`src/hdl/mfcrc_pkg.sv`:
```
`timescale 1ns / 1ps
`default_nettype none

package mfcrc_pkg;

  // field and register widths
  localparam int BYTE_W      = 8;
  localparam int CRC_W       = 16;
  localparam int CFG_INDEX_W = 4;
  localparam int CFG_DATA_W  = 16;

  // configuration register indexes
  localparam logic [CFG_INDEX_W-1:0] REG_FRAME_LENGTH = 4'd0;
  localparam logic [CFG_INDEX_W-1:0] REG_CRC_POLY     = 4'd1;

  // reset values of the configuration registers
  localparam logic [BYTE_W-1:0] FRAME_LENGTH_RESET = 8'd16;
  localparam logic [CRC_W-1:0]  CRC_POLY_RESET     = 16'h8005;

  // frame mark and number of marks that open a frame
  localparam logic [BYTE_W-1:0] MARK_BYTE  = 8'hAA;
  localparam logic [BYTE_W-1:0] MARK_COUNT = 8'd3;

  // crc after the first two marks from a zero start: the top bit never
  // reaches the msb in those 16 shifts, so no polynomial term enters
  localparam logic [CRC_W-1:0] MARK_PAIR_CRC = 16'h5555;

  // item passed from the frame parser to the crc check stage
  typedef struct packed {
    logic              valid;
    logic              is_status;
    logic [BYTE_W-1:0] data;
    logic [CRC_W-1:0]  crc_half;
    logic [CRC_W-1:0]  rx_crc;
  } stage_t;

  // one augmented crc step, input bit enters at the lsb
  function automatic logic [CRC_W-1:0] crc_shift_bit(input logic [CRC_W-1:0] r,
                                                     input logic in_bit,
                                                     input logic [CRC_W-1:0] poly);
    logic [CRC_W-1:0] n;
    n = {r[CRC_W-2:0], in_bit};
    if (r[CRC_W-1]) begin
      n = n ^ poly;
    end
    return n;
  endfunction

  // feed one byte, lsb first
  function automatic logic [CRC_W-1:0] crc_feed_byte(input logic [CRC_W-1:0] r,
                                                     input logic [BYTE_W-1:0] b,
                                                     input logic [CRC_W-1:0] poly);
    logic [CRC_W-1:0] acc;
    acc = r;
    for (int k = 0; k < BYTE_W; k++) begin
      acc = crc_shift_bit(acc, b[k], poly);
    end
    return acc;
  endfunction

  // bit-reverse the crc register
  function automatic logic [CRC_W-1:0] crc_reverse(input logic [CRC_W-1:0] r);
    logic [CRC_W-1:0] rev;
    for (int k = 0; k < CRC_W; k++) begin
      rev[k] = r[CRC_W-1-k];
    end
    return rev;
  endfunction

endpackage

`default_nettype wire

```
`src/hdl/mfcrc_rx_if.sv`:
```
`timescale 1ns / 1ps
`default_nettype none

interface mfcrc_rx_if;
  import mfcrc_pkg::*;

  logic              valid;
  logic              ready;
  logic [BYTE_W-1:0] rx_byte;

  modport source (output valid, output rx_byte, input ready);
  modport sink (input valid, input rx_byte, output ready);

endinterface

`default_nettype wire

```
`src/hdl/mfcrc_res_if.sv`:
```
`timescale 1ns / 1ps
`default_nettype none

interface mfcrc_res_if;
  import mfcrc_pkg::*;

  logic              valid;
  logic              ready;
  logic [BYTE_W-1:0] out_byte;
  logic              is_status;
  logic              frame_ok;
  logic              last;

  modport source (output valid, output out_byte, output is_status, output frame_ok,
                  output last, input ready);
  modport sink (input valid, input out_byte, input is_status, input frame_ok,
                input last, output ready);

endinterface

`default_nettype wire

```
`src/hdl/mfcrc_frame_fsm.sv`:
```
`timescale 1ns / 1ps
`default_nettype none

module mfcrc_frame_fsm
  import mfcrc_pkg::*;
(
  input  wire logic              clk,
  input  wire logic              rst,
  mfcrc_rx_if.sink               rx,
  input  wire logic [BYTE_W-1:0] frame_length,
  input  wire logic [CRC_W-1:0]  crc_poly,
  input  wire logic              s1_ready,
  output stage_t                 s1
);

  // phase codes; unused codes behave as hunting with no marks
  localparam logic [2:0] PH_HUNT0  = 3'd0;
  localparam logic [2:0] PH_HUNT2  = 3'd2;
  localparam logic [2:0] PH_BODY   = 3'd3;
  localparam logic [2:0] PH_CRC_LO = 3'd4;
  localparam logic [2:0] PH_CRC_HI = 3'd5;

  logic              in_v;
  logic [BYTE_W-1:0] in_b;
  logic              proc;

  logic [2:0]        phase;
  logic [2:0]        phase_next;
  logic [BYTE_W-1:0] body_count;
  logic [BYTE_W-1:0] body_count_next;
  logic [CRC_W-1:0]  crc_reg;
  logic [CRC_W-1:0]  crc_reg_next;
  logic [BYTE_W-1:0] crc_low_byte;
  logic [BYTE_W-1:0] crc_low_byte_next;
  logic [BYTE_W-1:0] body_len;
  logic [BYTE_W-1:0] body_count_inc;
  logic [2:0]        marks;
  stage_t            s1_next;

  // the parser takes the held byte once the next stage has room
  assign proc     = in_v && s1_ready;
  assign rx.ready = !in_v || proc;

  // input register
  always_ff @(posedge clk) begin
    if (rst) begin
      in_v <= 1'b0;
    end else if (rx.ready) begin
      in_v <= rx.valid;
    end
    if (rx.valid && rx.ready) begin
      in_b <= rx.rx_byte;
    end
  end

  // body length, short frame lengths act as marks only
  assign body_len       = (frame_length < MARK_COUNT) ? '0 : frame_length - MARK_COUNT;
  assign body_count_inc = body_count + 8'd1;
  assign marks          = (phase > PH_HUNT2) ? PH_HUNT0 : phase;

  // frame parser
  always_comb begin
    phase_next         = phase;
    body_count_next    = body_count;
    crc_reg_next       = crc_reg;
    crc_low_byte_next  = crc_low_byte;
    s1_next            = '0;
    s1_next.data       = in_b;
    s1_next.crc_half   = crc_feed_byte(crc_reg, '0, crc_poly);
    s1_next.rx_crc     = {in_b, crc_low_byte};
    case (phase)
      PH_BODY: begin
        if (body_count >= body_len) begin
          // length shrank under the frame: this byte is the crc low byte
          crc_low_byte_next = in_b;
          phase_next        = PH_CRC_HI;
        end else begin
          crc_reg_next    = crc_feed_byte(crc_reg, in_b, crc_poly);
          body_count_next = body_count_inc;
          if (body_count_inc >= body_len) begin
            phase_next = PH_CRC_LO;
          end
          s1_next.valid = 1'b1;
        end
      end
      PH_CRC_LO: begin
        crc_low_byte_next = in_b;
        phase_next        = PH_CRC_HI;
      end
      PH_CRC_HI: begin
        s1_next.valid     = 1'b1;
        s1_next.is_status = 1'b1;
        s1_next.data      = '0;
        phase_next        = PH_HUNT0;
        body_count_next   = '0;
      end
      default: begin
        // hunting for the run of marks
        if (in_b != MARK_BYTE) begin
          phase_next = PH_HUNT0;
        end else if (marks < PH_HUNT2) begin
          phase_next = marks + 3'd1;
        end else begin
          crc_reg_next    = crc_feed_byte(MARK_PAIR_CRC, MARK_BYTE, crc_poly);
          body_count_next = '0;
          phase_next      = (body_len == '0) ? PH_CRC_LO : PH_BODY;
        end
      end
    endcase
    if (!proc) begin
      s1_next.valid = 1'b0;
    end
  end

  // parser state
  always_ff @(posedge clk) begin
    if (rst) begin
      phase        <= PH_HUNT0;
      body_count   <= '0;
      crc_reg      <= '0;
      crc_low_byte <= '0;
    end else if (proc) begin
      phase        <= phase_next;
      body_count   <= body_count_next;
      crc_reg      <= crc_reg_next;
      crc_low_byte <= crc_low_byte_next;
    end
  end

  // stage register toward the crc check
  always_ff @(posedge clk) begin
    if (rst) begin
      s1.valid <= 1'b0;
    end else if (s1_ready) begin
      s1 <= s1_next;
    end
  end

endmodule

`default_nettype wire

```
`src/hdl/mfcrc_crc_check.sv`:
```
`timescale 1ns / 1ps
`default_nettype none

module mfcrc_crc_check
  import mfcrc_pkg::*;
(
  input  wire logic             clk,
  input  wire logic             rst,
  input  wire stage_t           s1,
  input  wire logic [CRC_W-1:0] crc_poly,
  output logic                  s1_ready,
  mfcrc_res_if.source           res
);

  logic              out_v;
  logic [BYTE_W-1:0] out_b;
  logic              out_status;
  logic              out_ok;
  logic [CRC_W-1:0]  crc_final;
  logic              ok;

  // last eight zero shifts, bit reverse and compare
  assign crc_final = crc_reverse(crc_feed_byte(s1.crc_half, '0, crc_poly));
  assign ok        = s1.is_status && (crc_final == s1.rx_crc);

  assign s1_ready = !out_v || res.ready;

  // result register
  always_ff @(posedge clk) begin
    if (rst) begin
      out_v <= 1'b0;
    end else if (s1_ready) begin
      out_v <= s1.valid;
    end
    if (s1_ready && s1.valid) begin
      out_b      <= s1.data;
      out_status <= s1.is_status;
      out_ok     <= ok;
    end
  end

  assign res.valid     = out_v;
  assign res.out_byte  = out_b;
  assign res.is_status = out_status;
  assign res.frame_ok  = out_ok;
  assign res.last      = out_status;

endmodule

`default_nettype wire

```
`src/hdl/marked_frame_crc16_receiver_top.sv`:
```
// Marked-frame CRC-16 receiver.
// rx channel: one received byte per item (valid/ready). The block hunts for
// three 0xAA marks in a row, forwards frame_length - 3 body bytes on the res
// channel, then takes the CRC low and high bytes and emits one status item
// (is_status = last = 1, frame_ok = CRC match). Bytes outside a frame and
// the CRC bytes give no result item.
// Configuration: cfg_we writes cfg_data into register cfg_index
// (0 frame_length, 1 crc_poly); other indexes are ignored.
// A result reaches res from its accepted byte through the input register, the
// parser register and the result register.
// Throughput: one byte per cycle while res is ready; the byte-wide CRC update in
// the parser and the two eight-bit halves of the final zero flush set that figure.
// Reset (rst, synchronous): hunting with no marks, config at 16 and 0x8005.
// When res stalls with a result waiting, the result and parser registers hold
// and at most one more byte is taken into the input register before rx.ready
// drops.
`timescale 1ns / 1ps
`default_nettype none

module marked_frame_crc16_receiver_top
  import mfcrc_pkg::*;
(
  input  wire logic                   clk,
  input  wire logic                   rst,
  input  wire logic                   cfg_we,
  input  wire logic [CFG_INDEX_W-1:0] cfg_index,
  input  wire logic [CFG_DATA_W-1:0]  cfg_data,
  mfcrc_rx_if.sink                    rx,
  mfcrc_res_if.source                 res
);

  logic [BYTE_W-1:0] frame_length;
  logic [CRC_W-1:0]  crc_poly;
  stage_t            s1;
  logic              s1_ready;

  // configuration registers
  always_ff @(posedge clk) begin
    if (rst) begin
      frame_length <= FRAME_LENGTH_RESET;
      crc_poly     <= CRC_POLY_RESET;
    end else if (cfg_we) begin
      case (cfg_index)
        REG_FRAME_LENGTH: frame_length <= cfg_data[BYTE_W-1:0];
        REG_CRC_POLY:     crc_poly     <= cfg_data[CRC_W-1:0];
        default: ;
      endcase
    end
  end

  mfcrc_frame_fsm u_fsm (
    .clk          (clk),
    .rst          (rst),
    .rx           (rx),
    .frame_length (frame_length),
    .crc_poly     (crc_poly),
    .s1_ready     (s1_ready),
    .s1           (s1)
  );

  mfcrc_crc_check u_check (
    .clk      (clk),
    .rst      (rst),
    .s1       (s1),
    .crc_poly (crc_poly),
    .s1_ready (s1_ready),
    .res      (res)
  );

  // no result right after reset
  a_reset_empty: assert property (@(posedge clk) rst |=> !res.valid)
    else $error("result valid right after reset");

  // status items carry no byte and close the frame
  a_status_shape: assert property (@(posedge clk) disable iff (rst)
    res.valid && res.is_status |-> res.last && (res.out_byte == '0))
    else $error("malformed status item");

  // body items carry no status flags
  a_body_shape: assert property (@(posedge clk) disable iff (rst)
    res.valid && !res.is_status |-> !res.frame_ok && !res.last)
    else $error("malformed body item");

  // a parsed item waiting behind a stalled result is kept
  a_stage_hold: assert property (@(posedge clk) disable iff (rst)
    s1.valid && res.valid && !res.ready |=> s1.valid)
    else $error("parsed item lost during stall");

endmodule

`default_nettype wire
```
`src/flat_wrapper.sv`:
```
// flat-port wrapper written by rule: the top's interface ports become plain ports
module marked_frame_crc16_receiver_top_flat import mfcrc_pkg::*;
  (clk, rst, cfg_we, cfg_index, cfg_data, rx_valid, rx_rx_byte, rx_ready, res_valid, res_out_byte, res_is_status, res_frame_ok, res_last, res_ready);
  mfcrc_rx_if rx_i ();
  mfcrc_res_if res_i ();
  input  wire logic clk;
  input  wire logic rst;
  input  wire logic cfg_we;
  input  wire logic [CFG_INDEX_W-1:0] cfg_index;
  input  wire logic [CFG_DATA_W-1:0] cfg_data;
  input wire logic [$bits(rx_i.valid)-1:0] rx_valid;
  input wire logic [$bits(rx_i.rx_byte)-1:0] rx_rx_byte;
  output wire logic [$bits(rx_i.ready)-1:0] rx_ready;
  output wire logic [$bits(res_i.valid)-1:0] res_valid;
  output wire logic [$bits(res_i.out_byte)-1:0] res_out_byte;
  output wire logic [$bits(res_i.is_status)-1:0] res_is_status;
  output wire logic [$bits(res_i.frame_ok)-1:0] res_frame_ok;
  output wire logic [$bits(res_i.last)-1:0] res_last;
  input wire logic [$bits(res_i.ready)-1:0] res_ready;
  assign rx_i.valid = rx_valid;
  assign rx_i.rx_byte = rx_rx_byte;
  assign rx_ready = rx_i.ready;
  assign res_valid = res_i.valid;
  assign res_out_byte = res_i.out_byte;
  assign res_is_status = res_i.is_status;
  assign res_frame_ok = res_i.frame_ok;
  assign res_last = res_i.last;
  assign res_i.ready = res_ready;
  marked_frame_crc16_receiver_top u_core (.clk(clk), .rst(rst), .cfg_we(cfg_we), .cfg_index(cfg_index), .cfg_data(cfg_data), .rx(rx_i), .res(res_i));
endmodule
```
`config.mk`:
```
export PLATFORM = sky130hd
export DESIGN_NAME = marked_frame_crc16_receiver_top_flat
export DESIGN_NICKNAME = d
export VERILOG_FILES = /design/src/hdl/mfcrc_pkg.sv /design/src/hdl/mfcrc_rx_if.sv /design/src/hdl/mfcrc_res_if.sv /design/src/hdl/mfcrc_frame_fsm.sv /design/src/hdl/mfcrc_crc_check.sv /design/src/hdl/marked_frame_crc16_receiver_top.sv /design/src/flat_wrapper.sv
export SDC_FILE = /design/constraint.sdc
export NUM_CORES = 1
export LEC_CHECK = 0
export ABC_AREA = 1
export BUFFER_PORTS_ARGS = -buffer_cell sky130_fd_sc_hd__buf_4
export CAP_MARGIN = 20
export CORE_MARGIN = 5
export CORE_UTILIZATION = 61
export CTS_CLUSTER_SIZE = 30
export DETAILED_ROUTE_END_ITERATION = 10
export PLACE_DENSITY = 0.79
export SYNTH_ARGS = -nofsm -noshare
export SYNTH_HDL_FRONTEND = slang
export SYNTH_SLANG_ARGS = --single-unit
```
`constraint.sdc`:
```
create_clock -name clk -period 8.3 [get_ports clk]
set_input_delay 0.83 -clock clk [delete_from_list [all_inputs] [get_ports clk]]
set_output_delay 0.83 -clock clk [all_outputs]
set_load 0.1 [all_outputs]
```
======== After elaboration in Yosys (flattened, before gate mapping) ========
Cells that the tools add are included.
word-level totals
  register bits after elaboration ......... 121
  logic and storage cells ................. 177
  bits of input ports ..................... 33
operators by class
  bitwise gates (word level) .............. 34
  reductions and logical operators ........ 20
  magnitude comparators ................... 5
  mux-type cells .......................... 84
  equality and inequality tests ........... 13
  add/sub/neg operators ................... 3
operators with widths
  operator                                                                      number
  16-bit two-way mux                                                            65
  16-bit bitwise XOR                                                            30
  8-bit two-way mux                                                             5
  16-bit one-hot mux with 2 select lines                                        1
  8-bit one-hot mux with 3 select lines                                         1
  3-bit two-way mux                                                             6
  16-bit equality test                                                          1
  8-bit greater-or-equal comparator                                             2
  8-bit one-hot mux with 2 select lines                                         1
  5-bit AND reduction                                                           2
  9-bit two-way mux                                                             1
  3-bit one-hot mux with 3 select lines                                         1
  8-bit by 1-bit adder with 8-bit output, second input constant                 1
  8-bit zero test                                                               1
  8-bit by 2-bit less-than comparator with 1-bit output, second input constant  1
  8-bit inequality test, second input constant                                  1
  8-bit NOT                                                                     1
  2-bit AND reduction                                                           4
  8-bit by 2-bit subtractor with 8-bit output, second input constant            1
  3-bit equality test, second input constant                                    2
  3-bit by 1-bit inequality test with 1-bit output, second input constant       2
  4-bit by 1-bit equality test with 1-bit output, second input constant         1
  1-bit logical AND                                                             4
  4-bit zero test                                                               1
  other kinds (16)                                                              23

======== Depth between registers and ports, before layout ========
  word-level depth ........................ 36
  mapped depth ............................ 32

======== Cells and area by module ========
A second synthesis with hierarchy kept.
second synthesis, totals
  cell total of the unflattened synthesis .. 1,854
  area, all modules ....................... 11,870.1 um^2
modules (own cells, without submodules)
  module                           cells each  instances  area each (um^2)  seq. area each (um^2)
  mfcrc_frame_fsm                  1,119       1          7,684.9           2,212.1
  mfcrc_crc_check                  569         1          3,040.4           320.3
  marked_frame_crc16_receiver_top  166         1          1,144.8           480.5

======== Worst setup path after synthesis ========
No wires, ideal clock.
  kind .................................... input-to-reg
  from .................................... input rst
  to ...................................... register, netlist name u_core.u_fsm.s1[0]
  stages on the path ...................... 3
  setup time .............................. 439 ps
  arrival ................................. 2,978 ps
  setup slack ............................. 4,883 ps
  cell sequence ........................... clkbuf_1 > clkbuf_1 > nor2_1
between the ends
  cells in the longest elaborated chain, start to end .. 2
ends and longest elaborated chain
  what                           line               RTL
  from (decl)                    flat_wrapper.sv:7  input wire logic rst;
  1-bit NOT (no line)            -
  2-bit AND reduction (no line)  -
No other way between the ends.
A chain may end at the register's enable or synchronous reset.

======== Worst setup path in the final report ========
  from .................................... register, netlist name u_core.u_fsm.s1[31]
  to ...................................... register u_core.u_check.out_ok (netlist: u_core.u_check.res.frame_ok) (data pin)
between the ends
  cells in the longest elaborated chain, start to end .. 17
ends and longest elaborated chain
  what                      line                   RTL
  16-bit two-way mux (*)    mfcrc_pkg.sv:43        if (r[CRC_W-1]) begin
  16-bit bitwise XOR        mfcrc_pkg.sv:44        n = n ^ poly;
  16-bit two-way mux (*)    mfcrc_pkg.sv:43
  16-bit bitwise XOR        mfcrc_pkg.sv:44
  16-bit two-way mux (*)    mfcrc_pkg.sv:43
  16-bit bitwise XOR        mfcrc_pkg.sv:44
  16-bit two-way mux (*)    mfcrc_pkg.sv:43
  16-bit bitwise XOR        mfcrc_pkg.sv:44
  [... 2 more ...]          -
  16-bit two-way mux (*)    mfcrc_pkg.sv:43
  16-bit bitwise XOR        mfcrc_pkg.sv:44
  16-bit two-way mux (*)    mfcrc_pkg.sv:43
  16-bit bitwise XOR        mfcrc_pkg.sv:44
  16-bit two-way mux (*)    mfcrc_pkg.sv:43
  16-bit equality test (*)  mfcrc_crc_check.sv:24  assign ok = s1.is_status && (crc_final == s1.rx_crc);
  1-bit logical AND (*)     mfcrc_crc_check.sv:24
  net u_core.u_check.ok     mfcrc_crc_check.sv:20  logic ok;
  to (signal assigned)      mfcrc_crc_check.sv:38  out_ok <= ok;
  to (decl)                 mfcrc_crc_check.sv:18  logic out_ok;
Mark *: on every way through the listed nets, which the timed path passes. The rest lies on a longest branch.

==> metrics.txt <==
Non-Filler Instances=1915; routability cong.=0.9336; ys async rst share=0%; actual slew at the worst max-slew pin=1.023 ns; met2 Usage GRT=46.49%; area share of the largest cell type after synthesis=15.97%; die span in y=145.3 um; Worst R2R Path Depth=25; Final Cell Area=12110 um^2; hpwl dp=21000 um; CP endpoint kind=register; top cells by area, synth=nand2_1 16%, edfxtp_1 16%, dfxtp_1 11%, xor2_1 11%, xnor2_1 9.1%; global-route wire length before repair=49050 um; hold path cells=0; Cells after Synth=1677; layout cells sized above 1=8.422%; nets=1725; Main synth FF type=dfxtp_1; DR vias=10600; Die Width=145.3 um; final wirelength=29350 um; Max Clk Rate=0.1900 GHz; Crit Path Max Fanout=25; post-synthesis sequential area ratio=26.98%; met1 usage=35.71%; total die area=21110 um^2; most frequent cells in the layout=475 x nand2_1, 172 x inv_1, 146 x nor2_1; M3 GR Usage=4.833%; # DRC=0; Pwr Density=144.9 nW/um^2; biggest area consumer among synthesized cells=nand2_1; Worst Min Path Start=u_core.u_fsm.s1[39]; max reg flops=42; number of synthesized flops with an enable pin=59; end of the worst hold path=u_core.u_check.res.out_byte[7]; slack of the worst reg-to-reg path=3.04 ns; Min-Delay Path Class=reg -> reg; ANT nets after route=0; Distinct cells, synth=44; Avg Inst Size Synth=6.659 um^2; CTS tree=built; DR vias/cell=5.536; synth warn=0; Hold-fix buffers, CTS=0; number of global-route vias before repair=10020; largest net degree at the start of global routing=42; reg2reg start=u_core.u_fsm.s1[31]; reg2reg end=u_core.u_check.res.frame_ok; # IOs=46; syn_nets=1729; PortBufs=45; synthesis-stage register bit count=121; WS Path Type=reg -> reg; CP Launch Type=register; CTS resizes=0; Sum Neg Setup Slack=0 ns; grt peak-use layer=met2; Worst Path Arrival=5.45 ns; clk_skew=0.01240 ns; drt wl/cell=15.33 um; antenna violations before repair=0; core region area=18020 um^2; Area growth syn-to-layout=8.426%; crit share post-route=63.40%; Mapped Area=11170 um^2; deepest level of the CTS H-tree=4; postcts setup bufs=0; Slew Limit Headroom=31.71%; fin crit period=5.262 ns; CTS sink cnt=121; CTS Buf Count=17; status=complete, no violations; starting density of the core=61.95%; Max Slew Vio Count=0; fillers=1621; Max Buffers Root-to-Sink=2; # setup viols final=0; Critical path origin=u_core.u_fsm.s1[31]; grt ovf=0; Worst VDD drop=0.1894 mV; Hold Violations, Final=0; CTS clk-pin slew, worst paths=0.07 ns; CTS Root Cell=clkbuf_16; Placement Cell Area=11510 um^2; standard-cell rows=49; latest clock arrival within the worst-skew pair=0.43 ns; drt first pass iters=6; RSZ-0062 raised after global routing=no; most common cell after layout, fill and taps aside=nand2_1; WP data required=8.49 ns; gr usage total=27.78%; max-cap violations=0; Starting DRT DRC Count=802; antenna cell count=0; LEAKAGE=0.005354 uW; placed insts=1882
-- critical path, cell delays in order (launching register included) --
cell and delay [ns]:
edfxtp_1 0.74, nand3_1 0.15, nand2_1 0.50, nand3_1 0.17, nand2_1 0.54, nand2_1 0.11, nand2_1 0.15, nand2_2 0.23
nor2_1 0.15, nand2_1 0.07, nand2_2 0.28, nand3_2 0.14, nand2_4 0.22, nand2_2 0.09, nand2_4 0.12, nand2_2 0.18
nor2_1 0.13, nand2_1 0.07, nand2_2 0.33, inv_1 0.14, nor2_1 0.15, nand2_1 0.07, o21ai_0 0.08, nor2_1 0.07
nand3_1 0.07, nor2_1 0.05
-- cell families after synthesis --
| group | after synthesis | synth area share (%) |
|---|---|---|
| flip-flops | 121 | 26.98 |
| AO/OA/AOI/OAI | 198 | 9.333 |
| adder cells (fa/ha/maj) | 19 | 2.129 |
| XOR/XNOR | 255 | 20.17 |
| buffers and inverters | 267 | 10.04 |
| AND/OR/NAND/NOR | 817 | 31.35 |
-- routing by layer --
metal  routed length [um]  vias to the layer above  part of all wire, %
li1                     -                     5274                    -
met1                12490                     4834                   43
met2                13570                      409                   46
met3                 2270                       84                  7.7
met4                 1021                        0                  3.5
met5                    0                        -                    0
-- per-stage QoR --
| step | power [uW] | hold slack, ns | utilization (%) | setup WS (ns) |
|---|---|---|---|---|
| final | 1755 | 0.4208 | 67.17 | 3.038 |
| after global routing | 1839 | 0.4372 | 67.17 | 2.378 |
| after CTS | 1754 | 0.4223 | 67.06 | 3.096 |
| after detailed placement | 1018 | 0.4070 | 63.86 | 3.136 |
| after global placement | 1008 | 0.4051 | 63.71 | 3.517 |
| after floorplan | 954.2 | 0.4003 | - | 4.883 |
-- area by class of cell --
type                            instances  area [um^2]  share of cell area, %
Multi-Input combinational cell       1289         7051                  58.23
Timing Repair Buffer                   62        498.0                  4.113
Clock buffer                           17        425.4                  3.513
Inverter                              182        683.2                  5.642
Tap cell                              229        286.5                  2.366
Clock inverter                         15        151.4                  1.250
Sequential cell                       121         3013                  24.88
-- worst max-delay path by stage --
stage                                              to  slack, ns  cells after the start
after floorplan                    u_core.u_fsm.s1[0]       4.88                      3
after global placement    u_core.u_check.res.frame_ok       3.52                     26
after detailed placement  u_core.u_check.res.frame_ok       3.14                     25
after CTS                 u_core.u_check.res.frame_ok       3.10                     25
after global routing      u_core.u_check.res.frame_ok       2.38                     26
final                     u_core.u_check.res.frame_ok       3.04                     25
-- Yosys cell counts, types with 22 or more instances --
cell and n:
nand3b_1 22, xor2_1 138, inv_1 172, o21ai_0 100, nand2_1 475, nor2_1 147
a21oi_1 72, xnor2_1 116, nand3_1 108, edfxtp_1 59, dfxtp_1 62, clkbuf_1 39
-- power by group --
part           internal, uW  switching (uW)  leakage, uW
sequential              646            19.5      0.00108
clock                   399             342     0.000277
combinational           123             225      0.00399
total                  1170             587      0.00535
(Power assumes the default switching activity.)
